==> src/hdl/nrst_pkg.sv <==
// ----------------------------------------------------------------------------
// nrst_pkg
// Types, codes and sizes shared by the note roll segment tracker modules.
// ----------------------------------------------------------------------------
package nrst_pkg;

  localparam int MAX_NOTES_DEF       = 32;
  localparam int VISIBLE_ROWS_DEF    = 64;
  localparam int VISIBLE_COLUMNS_DEF = 128;
  localparam int QUEUE_DEPTH         = 2;

  localparam logic OP_NOTE = 1'b0;
  localparam logic OP_TICK = 1'b1;

  typedef struct packed {
    logic       op;
    logic [7:0] pitch;
    logic       note_on;
    logic [7:0] velocity;
    logic       view_active;
  } in_item_t;

  typedef struct packed {
    logic [6:0] column;
    logic [5:0] top_row;
    logic [5:0] bottom_row;
    logic       visible;
    logic       held;
    logic       empty_res;
    logic       last;
  } out_item_t;

  typedef enum logic [1:0] {
    CMD_CLEAR,
    CMD_ON,
    CMD_OFF,
    CMD_TICK
  } cmd_kind_t;

  typedef struct packed {
    cmd_kind_t  kind;
    logic       restart;   // tick that also runs the first-use clear
    logic [6:0] pitch;
  } cmd_t;

  typedef struct packed {
    logic [6:0]  pitch;
    logic [31:0] start;
    logic [31:0] stop;
  } entry_t;

  typedef enum logic [2:0] {
    ST_IDLE,
    ST_ON_RD,
    ST_ON_CHK,
    ST_OFF_RD,
    ST_OFF_CHK,
    ST_TK_RD,
    ST_TK_CHK,
    ST_TK_FIN
  } back_state_t;

endpackage

==> src/hdl/nrst_fifo.sv <==
// ----------------------------------------------------------------------------
// nrst_fifo
// Small register queue with push/full and pop/empty handshakes.
// ----------------------------------------------------------------------------
module nrst_fifo
  import nrst_pkg::*;
#(
  parameter int W     = 8,
  parameter int DEPTH = QUEUE_DEPTH
) (
  input  logic         clk,
  input  logic         rst_n,
  input  logic         push,
  output logic         full,
  input  logic [W-1:0] din,
  input  logic         pop,
  output logic         empty,
  output logic [W-1:0] dout
);

  localparam int PW = (DEPTH > 1) ? $clog2(DEPTH) : 1;
  localparam int CW = $clog2(DEPTH + 1);

  logic [W-1:0]  slot_r [DEPTH];
  logic [PW-1:0] wp_r, wp_nxt, rp_r, rp_nxt;
  logic [CW-1:0] cnt_r, cnt_nxt;
  logic          do_push, do_pop;

  assign full    = (cnt_r == CW'(DEPTH));
  assign empty   = (cnt_r == '0);
  assign dout    = slot_r[rp_r];
  assign do_push = push && !full;
  assign do_pop  = pop && !empty;

  always_comb begin
    wp_nxt  = wp_r;
    rp_nxt  = rp_r;
    cnt_nxt = cnt_r;
    if (do_push) begin
      wp_nxt = (wp_r == PW'(DEPTH - 1)) ? '0 : wp_r + 1'b1;
    end
    if (do_pop) begin
      rp_nxt = (rp_r == PW'(DEPTH - 1)) ? '0 : rp_r + 1'b1;
    end
    if (do_push && !do_pop) begin
      cnt_nxt = cnt_r + 1'b1;
    end else if (do_pop && !do_push) begin
      cnt_nxt = cnt_r - 1'b1;
    end
  end

  always_ff @(posedge clk) begin
    if (!rst_n) begin
      wp_r  <= '0;
      rp_r  <= '0;
      cnt_r <= '0;
    end else begin
      wp_r  <= wp_nxt;
      rp_r  <= rp_nxt;
      cnt_r <= cnt_nxt;
    end
  end

  always_ff @(posedge clk) begin
    if (do_push) begin
      slot_r[wp_r] <= din;
    end
  end

endmodule

==> src/hdl/nrst_front.sv <==
// ----------------------------------------------------------------------------
// nrst_front
// Validates note events and ticks, tracks view state, issues table commands.
// ----------------------------------------------------------------------------
module nrst_front
  import nrst_pkg::*;
(
  input  logic     clk,
  input  logic     rst_n,
  input  logic     in_push,
  output logic     in_full,
  input  in_item_t in_data,
  output logic     cmd_push,
  input  logic     cmd_full,
  output cmd_t     cmd_data
);

  logic started_r, started_nxt;
  logic shown_r, shown_nxt;
  logic accept, valid_ev;

  assign in_full = cmd_full;
  assign accept  = in_push && !cmd_full;

  always_comb begin
    valid_ev = !in_data.pitch[7] && !in_data.velocity[7]
               && (!in_data.note_on || (in_data.velocity != 8'd0));
    started_nxt       = started_r;
    shown_nxt         = shown_r;
    cmd_push          = 1'b0;
    cmd_data.kind     = CMD_TICK;
    cmd_data.restart  = 1'b0;
    cmd_data.pitch    = in_data.pitch[6:0];
    if (accept) begin
      if (in_data.op == OP_TICK) begin
        cmd_push         = 1'b1;
        cmd_data.kind    = CMD_TICK;
        cmd_data.restart = !started_r;
        started_nxt      = 1'b1;
        shown_nxt        = 1'b1;
      end else if (valid_ev) begin
        if (!in_data.view_active) begin
          // hidden after shown: clear, and the clear marks the view shown again
          if (shown_r) begin
            cmd_push      = 1'b1;
            cmd_data.kind = CMD_CLEAR;
            started_nxt   = 1'b1;
            shown_nxt     = 1'b1;
          end else begin
            shown_nxt = 1'b0;
          end
        end else begin
          shown_nxt     = 1'b1;
          cmd_push      = 1'b1;
          cmd_data.kind = in_data.note_on ? CMD_ON : CMD_OFF;
        end
      end
    end
  end

  always_ff @(posedge clk) begin
    if (!rst_n) begin
      started_r <= 1'b0;
      shown_r   <= 1'b0;
    end else begin
      started_r <= started_nxt;
      shown_r   <= shown_nxt;
    end
  end

endmodule

==> src/hdl/nrst_back.sv <==
// ----------------------------------------------------------------------------
// nrst_back
// Executes table commands over the segment memory and emits tick results.
// ----------------------------------------------------------------------------
module nrst_back
  import nrst_pkg::*;
#(
  parameter int MAX_NOTES       = MAX_NOTES_DEF,
  parameter int VISIBLE_ROWS    = VISIBLE_ROWS_DEF,
  parameter int VISIBLE_COLUMNS = VISIBLE_COLUMNS_DEF
) (
  input  logic      clk,
  input  logic      rst_n,
  input  logic      cmd_empty,
  output logic      cmd_pop,
  input  cmd_t      cmd_data,
  output logic      res_push,
  input  logic      res_full,
  output out_item_t res_data
);

  localparam int AW = (MAX_NOTES > 1) ? $clog2(MAX_NOTES) : 1;
  localparam int CW = $clog2(MAX_NOTES + 1);
  localparam int RW = $clog2(VISIBLE_ROWS);

  back_state_t state_r, state_nxt;
  entry_t      mem [MAX_NOTES];
  entry_t      rdata_r;
  logic [AW-1:0] raddr, waddr;
  logic        we;
  entry_t      wdata;

  logic [CW-1:0] count_r, count_nxt;
  logic [CW-1:0] rd_r, rd_nxt, wr_r, wr_nxt, rd_m1;
  logic [31:0]   frame_r, frame_nxt;
  cmd_t          cmd_r, cmd_nxt;
  out_item_t     pend_r, pend_nxt;
  logic          pend_v_r, pend_v_nxt;

  // per-entry evaluation of the entry under the scan
  logic [31:0]   de, ds, end_eff;
  logic          keep, vis;
  logic [RW-1:0] top_n, bot_n;
  logic [31:0]   top_w, bot_w;
  out_item_t     cur;
  logic          match;

  assign rd_m1 = rd_r - 1'b1;

  always_comb begin
    end_eff = (rdata_r.stop != 32'd0) ? rdata_r.stop : frame_r;
    de      = frame_r - end_eff;
    ds      = frame_r - rdata_r.start;
    keep    = de[31] || (de < 32'(VISIBLE_ROWS));
    top_n   = de[31] ? '0 : de[RW-1:0];
    bot_n   = (ds < 32'(VISIBLE_ROWS - 1)) ? ds[RW-1:0] : RW'(VISIBLE_ROWS - 1);
    vis     = !ds[31] && (top_n <= bot_n)
              && (8'(rdata_r.pitch) < 8'(VISIBLE_COLUMNS));
    top_w   = 32'(top_n);
    bot_w   = 32'(bot_n);
    cur.column     = rdata_r.pitch;
    cur.top_row    = vis ? top_w[5:0] : 6'd0;
    cur.bottom_row = vis ? bot_w[5:0] : 6'd0;
    cur.visible    = vis;
    cur.held       = (rdata_r.stop == 32'd0);
    cur.empty_res  = 1'b0;
    cur.last       = 1'b0;
    match = (rdata_r.pitch == cmd_r.pitch) && (rdata_r.stop == 32'd0);
  end

  always_comb begin
    state_nxt  = state_r;
    count_nxt  = count_r;
    rd_nxt     = rd_r;
    wr_nxt     = wr_r;
    frame_nxt  = frame_r;
    cmd_nxt    = cmd_r;
    pend_nxt   = pend_r;
    pend_v_nxt = pend_v_r;
    cmd_pop    = 1'b0;
    res_push   = 1'b0;
    res_data   = pend_r;
    we         = 1'b0;
    waddr      = rd_r[AW-1:0];
    wdata      = rdata_r;
    raddr      = (state_r == ST_OFF_RD || state_r == ST_OFF_CHK) ?
                 rd_m1[AW-1:0] : rd_r[AW-1:0];
    case (state_r)
      ST_IDLE: begin
        if (!cmd_empty) begin
          cmd_pop = 1'b1;
          cmd_nxt = cmd_data;
          case (cmd_data.kind)
            CMD_CLEAR: begin
              count_nxt = '0;
              frame_nxt = 32'd0;
            end
            CMD_ON: begin
              rd_nxt    = '0;
              state_nxt = ST_ON_RD;
            end
            CMD_OFF: begin
              rd_nxt    = count_r;
              state_nxt = ST_OFF_RD;
            end
            CMD_TICK: begin
              frame_nxt  = (cmd_data.restart ? 32'd0 : frame_r) + 32'd1;
              if (cmd_data.restart) begin
                count_nxt = '0;
              end
              rd_nxt     = '0;
              wr_nxt     = '0;
              pend_v_nxt = 1'b0;
              state_nxt  = ST_TK_RD;
            end
            default: ;
          endcase
        end
      end
      ST_ON_RD: begin
        if (rd_r < count_r) begin
          state_nxt = ST_ON_CHK;
        end else begin
          // no held entry of this pitch: append if there is room
          if (count_r < CW'(MAX_NOTES)) begin
            we          = 1'b1;
            waddr       = count_r[AW-1:0];
            wdata.pitch = cmd_r.pitch;
            wdata.start = frame_r;
            wdata.stop  = 32'd0;
            count_nxt   = count_r + 1'b1;
          end
          state_nxt = ST_IDLE;
        end
      end
      ST_ON_CHK: begin
        if (match) begin
          we          = 1'b1;
          wdata.start = frame_r;
          state_nxt   = ST_IDLE;
        end else begin
          rd_nxt    = rd_r + 1'b1;
          state_nxt = ST_ON_RD;
        end
      end
      ST_OFF_RD: begin
        state_nxt = (rd_r != '0) ? ST_OFF_CHK : ST_IDLE;
      end
      ST_OFF_CHK: begin
        if (match) begin
          we         = 1'b1;
          waddr      = rd_m1[AW-1:0];
          wdata.stop = frame_r;
          state_nxt  = ST_IDLE;
        end else begin
          rd_nxt    = rd_m1;
          state_nxt = ST_OFF_RD;
        end
      end
      ST_TK_RD: begin
        state_nxt = (rd_r < count_r) ? ST_TK_CHK : ST_TK_FIN;
      end
      ST_TK_CHK: begin
        if (!keep) begin
          rd_nxt    = rd_r + 1'b1;
          state_nxt = ST_TK_RD;
        end else if (!(pend_v_r && res_full)) begin
          // release the previous survivor, hold this one until the next is known
          res_push   = pend_v_r;
          pend_nxt   = cur;
          pend_v_nxt = 1'b1;
          we         = 1'b1;
          waddr      = wr_r[AW-1:0];
          wr_nxt     = wr_r + 1'b1;
          rd_nxt     = rd_r + 1'b1;
          state_nxt  = ST_TK_RD;
        end
      end
      ST_TK_FIN: begin
        count_nxt = wr_r;
        if (pend_v_r) begin
          res_data.last = 1'b1;
        end else begin
          res_data           = '0;
          res_data.empty_res = 1'b1;
          res_data.last      = 1'b1;
        end
        if (!res_full) begin
          res_push   = 1'b1;
          pend_v_nxt = 1'b0;
          state_nxt  = ST_IDLE;
        end
      end
      default: state_nxt = ST_IDLE;
    endcase
  end

  always_ff @(posedge clk) begin
    if (!rst_n) begin
      state_r  <= ST_IDLE;
      count_r  <= '0;
      frame_r  <= 32'd0;
      pend_v_r <= 1'b0;
    end else begin
      state_r  <= state_nxt;
      count_r  <= count_nxt;
      frame_r  <= frame_nxt;
      pend_v_r <= pend_v_nxt;
    end
  end

  always_ff @(posedge clk) begin
    rd_r   <= rd_nxt;
    wr_r   <= wr_nxt;
    cmd_r  <= cmd_nxt;
    pend_r <= pend_nxt;
  end

  always_ff @(posedge clk) begin
    if (we) begin
      mem[waddr] <= wdata;
    end
    rdata_r <= mem[raddr];
  end

endmodule

==> src/hdl/note_roll_segment_tracker.sv <==
// ----------------------------------------------------------------------------
// note_roll_segment_tracker
// Note segment table with event validation and per-frame row span reports.
// ----------------------------------------------------------------------------
//  channel   ports                         direction
//  input     in_push, in_full, in_data     events and frame ticks in
//  result    out_pop, out_empty, out_data  row spans out, oldest first
//
// Events and ticks are validated by the front and queued as commands; the back
// walks the segment memory one entry at a time: a registered read, then a check.
// Note events and ticks take longer as the number of segments grows; a tick
// also waits out any output stall. Reset is synchronous and leaves the table
// empty; no clearing pass. Both queues let either side stall independently.
// ----------------------------------------------------------------------------
module note_roll_segment_tracker
  import nrst_pkg::*;
#(
  parameter int MAX_NOTES       = MAX_NOTES_DEF,
  parameter int VISIBLE_ROWS    = VISIBLE_ROWS_DEF,
  parameter int VISIBLE_COLUMNS = VISIBLE_COLUMNS_DEF
) (
  input  logic      clk,
  input  logic      rst_n,
  input  logic      in_push,
  output logic      in_full,
  input  in_item_t  in_data,
  output logic      out_empty,
  input  logic      out_pop,
  output out_item_t out_data
);

  logic      cmd_push, cmd_full, cmd_pop, cmd_empty;
  cmd_t      cmd_in, cmd_out;
  logic      res_push, res_full;
  out_item_t res_in;

  nrst_front u_front (
    .clk      (clk),
    .rst_n    (rst_n),
    .in_push  (in_push),
    .in_full  (in_full),
    .in_data  (in_data),
    .cmd_push (cmd_push),
    .cmd_full (cmd_full),
    .cmd_data (cmd_in)
  );

  nrst_fifo #(.W($bits(cmd_t)), .DEPTH(QUEUE_DEPTH)) u_cmd_q (
    .clk   (clk),
    .rst_n (rst_n),
    .push  (cmd_push),
    .full  (cmd_full),
    .din   (cmd_in),
    .pop   (cmd_pop),
    .empty (cmd_empty),
    .dout  (cmd_out)
  );

  nrst_back #(
    .MAX_NOTES       (MAX_NOTES),
    .VISIBLE_ROWS    (VISIBLE_ROWS),
    .VISIBLE_COLUMNS (VISIBLE_COLUMNS)
  ) u_back (
    .clk       (clk),
    .rst_n     (rst_n),
    .cmd_empty (cmd_empty),
    .cmd_pop   (cmd_pop),
    .cmd_data  (cmd_out),
    .res_push  (res_push),
    .res_full  (res_full),
    .res_data  (res_in)
  );

  nrst_fifo #(.W($bits(out_item_t)), .DEPTH(QUEUE_DEPTH)) u_res_q (
    .clk   (clk),
    .rst_n (rst_n),
    .push  (res_push),
    .full  (res_full),
    .din   (res_in),
    .pop   (out_pop),
    .empty (out_empty),
    .dout  (out_data)
  );

  a_res_no_overrun: assert property (@(posedge clk) disable iff (!rst_n)
    !(res_push && res_full)) else $error("result pushed into full queue");

  a_cmd_no_overrun: assert property (@(posedge clk) disable iff (!rst_n)
    !(cmd_push && cmd_full)) else $error("command pushed into full queue");

  a_empty_is_last: assert property (@(posedge clk) disable iff (!rst_n)
    (res_push && res_in.empty_res) |-> (res_in.last && !res_in.visible))
    else $error("empty-table result malformed");

  a_reset_empty: assert property (@(posedge clk)
    $past(!rst_n) |-> (out_empty && !in_full))
    else $error("queues not empty after reset");

endmodule

==> config.mk <==
export PLATFORM = sky130hd
export DESIGN_NAME = note_roll_segment_tracker
export DESIGN_NICKNAME = d
export VERILOG_FILES = /design/src/hdl/nrst_pkg.sv /design/src/hdl/nrst_fifo.sv /design/src/hdl/nrst_front.sv /design/src/hdl/nrst_back.sv /design/src/hdl/note_roll_segment_tracker.sv
export SDC_FILE = /design/constraint.sdc
export NUM_CORES = 2
export LEC_CHECK = 0
export ABC_AREA = 1
export BUFFER_PORTS_ARGS = -buffer_cell sky130_fd_sc_hd__buf_4
export CORE_MARGIN = 1
export CORE_UTILIZATION = 36
export DETAILED_ROUTE_END_ITERATION = 10
export HOLD_SLACK_MARGIN = 0.12
export PLACE_DENSITY = 0.49
export SLEW_MARGIN = 0
export SYNTH_ARGS = -nofsm -noshare
export SYNTH_HDL_FRONTEND = slang
export SYNTH_SLANG_ARGS = --single-unit
==> constraint.sdc <==
create_clock -name clk -period 13 [get_ports clk]
set_input_delay 1.3 -clock clk [delete_from_list [all_inputs] [get_ports clk]]
set_output_delay 1.3 -clock clk [all_outputs]
set_load 0.03 [all_outputs]
==> qor.yml <==
status:
  outcome: "complete, no violations"
routing:
  dr.pass1.iters: 6
  route.detailed.drc: 0
  via_per_inst: 5.65
  wl_per_cell_um: 27.3
  first_iter_violations: 8596
  drt-total-wl_mm: 350
  vias: 72400
  ant_nets: 0
flow_run:
  cap_violations: 0
finish:
  fillCellCount: 26994
  drive_above_1_share_pct: 9.13
  finalNetCount: 8937
  areaGrowthSynthToFinish_pct: 13.8
yosys:
  ys_warn_count: 0
  synth_edf_count: 2378
  syn_avg_cell_area_um2: 11.8
  syn_nets: 8958
  syn-cell-area_mm2: 0.104
  synth_top_area_share_pct: 68.5
  seq_area_frac_synth_pct: 70.9
  synth_ff_type: "edfxtp_1"
  ys_ff_latch: 2503
  synth_cell_types: 59
  yosysTopAreaCell: "edfxtp_1"
  synthCells: 8848
  async_flop_share_pct: 0
  synth.area.top_cells: "edfxtp_1, o21ai_0, nor2_1"
clock_tree:
  cts_tree: "yes"
  root_buffer: "clkbuf_16"
  clk_latency_ps: 870
  cts_sinks: 2503
  cts_buffers: 283
  ctsHtreeMaxLevel: 5
  cts-resized-gates: 0
  cts_hold_buffers: 0
  clk_pin_slew_ps: 60
  cts_setup_buffers: 0
  clockBufferDepth: 4
hold_path:
  hold_class: "flip-flop to flip-flop"
  min_path_cells: 2
  min_to: "u_front.started_r"
  min_from: "u_front.started_r"
worst_setup_path:
  rr_worst_depth: 34
  cp_slowest_cell: "nor2_4"
  cp.required_ps: 13480
  r2r_setup_slack_ps: 5650
  r2r_end: "u_back.mem[19][48]"
  worst_path_largest_cell_delay_ps: 870
  rr_startpoint: "u_back.rdata_r[1]"
  worst_setup_path_end_kind: "flip-flop"
  critPathArrivalTime_ps: 7830
  cp-start-kind: "flip-flop"
  cp_max_fo: 40
  timing_worst_setup_path_type: "flip-flop to flip-flop"
  critPathMostFrequentCell: "nand2_1"
timing:
  rsz0062_at_grt: "no"
  setup_violations: 0
  min_period_ps: 7350
  slew_headroom_pct: 14.1
  fin_setup_tns_ps: 0
  fin_crit_sh_pct: 56.6
  skew_ps: 41.1
  tightestPinTransition_ps: 1290
  hold_viol: 0
  max_freq_ghz: 0.136
  drv_slew: 0
floorplanning:
  dieArea_mm2: 0.292
  fp.coreArea_mm2: 0.288
  ios: 48
  fp.dieH_um: 540
  start_util_pct: 36.2
  die_w_um: 540
  num_rows: 197
global_routing:
  grt.overflow.total: 0
  grt_antenna_before_repair: 26
  grt_pass1_vias: 68905
  grt_pass1_wl_mm: 502
  track_usage_pct: 23.4
  grt_max_degree: 195
placed_design:
  gp_congestion: 0.894
  placement.io_buffers: 47
  hpwl_mm: 206
## worst max-delay path by stage
| stage | end | from | depth (start not counted) |
|---|---|---|---|
| floorplan | u_back.mem[17][0] | u_back.rdata_r[24] | 29 |
| global placement | u_back.mem[19][45] | u_back.rdata_r[19] | 34 |
| detailed placement | u_back.mem[19][36] | u_back.rdata_r[1] | 34 |
| CTS | u_back.mem[19][48] | u_back.rdata_r[1] | 34 |
| global route | u_back.mem[19][48] | u_back.rdata_r[1] | 34 |
| finish | u_back.mem[19][48] | u_back.rdata_r[1] | 34 |
## kinds of logic (layout without fill, tap and decap cells)
| kind of cell | count (synthesis) | in the layout | share of synthesized area (%) |
|---|---|---|---|
| AND/OR/NAND/NOR | 2715 | 2715 | 10.4 |
| AO/OA/AOI/OAI | 2537 | 2537 | 13.5 |
| flip-flops | 2503 | 2503 | 70.9 |
| buffers and inverters | 937 | 1126 | 3.55 |
| adder cells (fa/ha/maj) | 87 | 87 | 1.06 |
| XOR/XNOR | 46 | 46 | 0.386 |
| multiplexers | 23 | 23 | 0.248 |
| other | 0 | 7 | 0 |
## synth_stat cells (20+ instances only)
master,instances
a21oi_1,117
buf_1,20
buf_2,91
nand2_1,724
inv_1,375
nand4_1,36
mux2_2,23
o22ai_1,713
o211ai_1,47
xor2_1,37
nor3_1,35
inv_2,22
edfxtp_1,2378
ha_1,85
o21ai_1,70
nand3_1,104
o221ai_1,57
o21ai_0,1474
clkbuf_1,409
dfxtp_1,125
nor2_1,1716
## cell usage in the layout, fill, tap and decap left out, types with 23 or more instances in the layout
master | netlist | layout
dfxtp_1 | 125 | 125
nand3_1 | 104 | 104
nand4_1 | 36 | 36
nand2_1 | 724 | 723
edfxtp_1 | 2378 | 2378
nor2_1 | 1716 | 1682
ha_1 | 85 | 85
o211ai_1 | 47 | 47
mux2_2 | 23 | 23
nor3_1 | 35 | 35
o21ai_0 | 1474 | 1465
clkbuf_1 | 409 | 80
clkinv_2 | 0 | 32
nor2_4 | 7 | 42
clkbuf_16 | 0 | 296
a21oi_1 | 117 | 116
o21ai_1 | 70 | 67
buf_4 | 15 | 224
o22ai_1 | 713 | 690
o221ai_1 | 57 | 25
clkinv_1 | 2 | 42
inv_1 | 375 | 372
xor2_1 | 37 | 37
## metrics by stage
step	hold slack (ps)	cell area (µm²)	std cells	setup slack, ps	util [%]
4_1_cts	450	119000	12818	5480	41.2
5_1_grt	479	119000	12819	5130	41.2
2_1_floorplan	431	104000	8848	5930	-
3_3_place_gp	441	110000	12323	5570	38.1
3_5_place_dp	441	110000	12323	5530	38.1
6_report	452	119000	12825	5650	41.2
## metal layers
layer	share of wire, %	global-route usage [%]
met5	0.025	0
met4	2.1	5.41
met3	8.4	3.72
met2	44	35.5
met1	45	35.0
## worst max-delay path, delay by kind of cell, from the launching register on
kind,cells,cell delay (ps)
compound gates,1,160
fa+ha+maj,2,630
flops,1,330
simple gates,26,4020
buf+inv,5,1760
## registers in the layout (all words and copies together), names as in the netlist, 7 cells and up, named ones only
signal,flops
u_back.cur,7
u_back.cmd_r,7
u_res_q.slot_r,46
u_back.mem,2272
u_back.rdata_r,64
u_back.pend_r,21
u_back.frame_r,32
u_cmd_q.slot_r,20
## final cells by class
type                    instances  area (µm²)  share of cell area (%)
flip-flops and latches       2503       73900                    62.3
multi-input cells            5408       27900                    23.5
clock buffers                 384        7820                    6.58
well taps                    3781        4730                    3.98
repair buffers                232        1840                    1.55
inverters                     399        1530                    1.29
clock inverters               111        1020                   0.858
diodes                          7        17.5                  0.0148
Power is not shown: default switching activity piles up to over one toggle a cycle in this logic, so the estimate is an artifact.
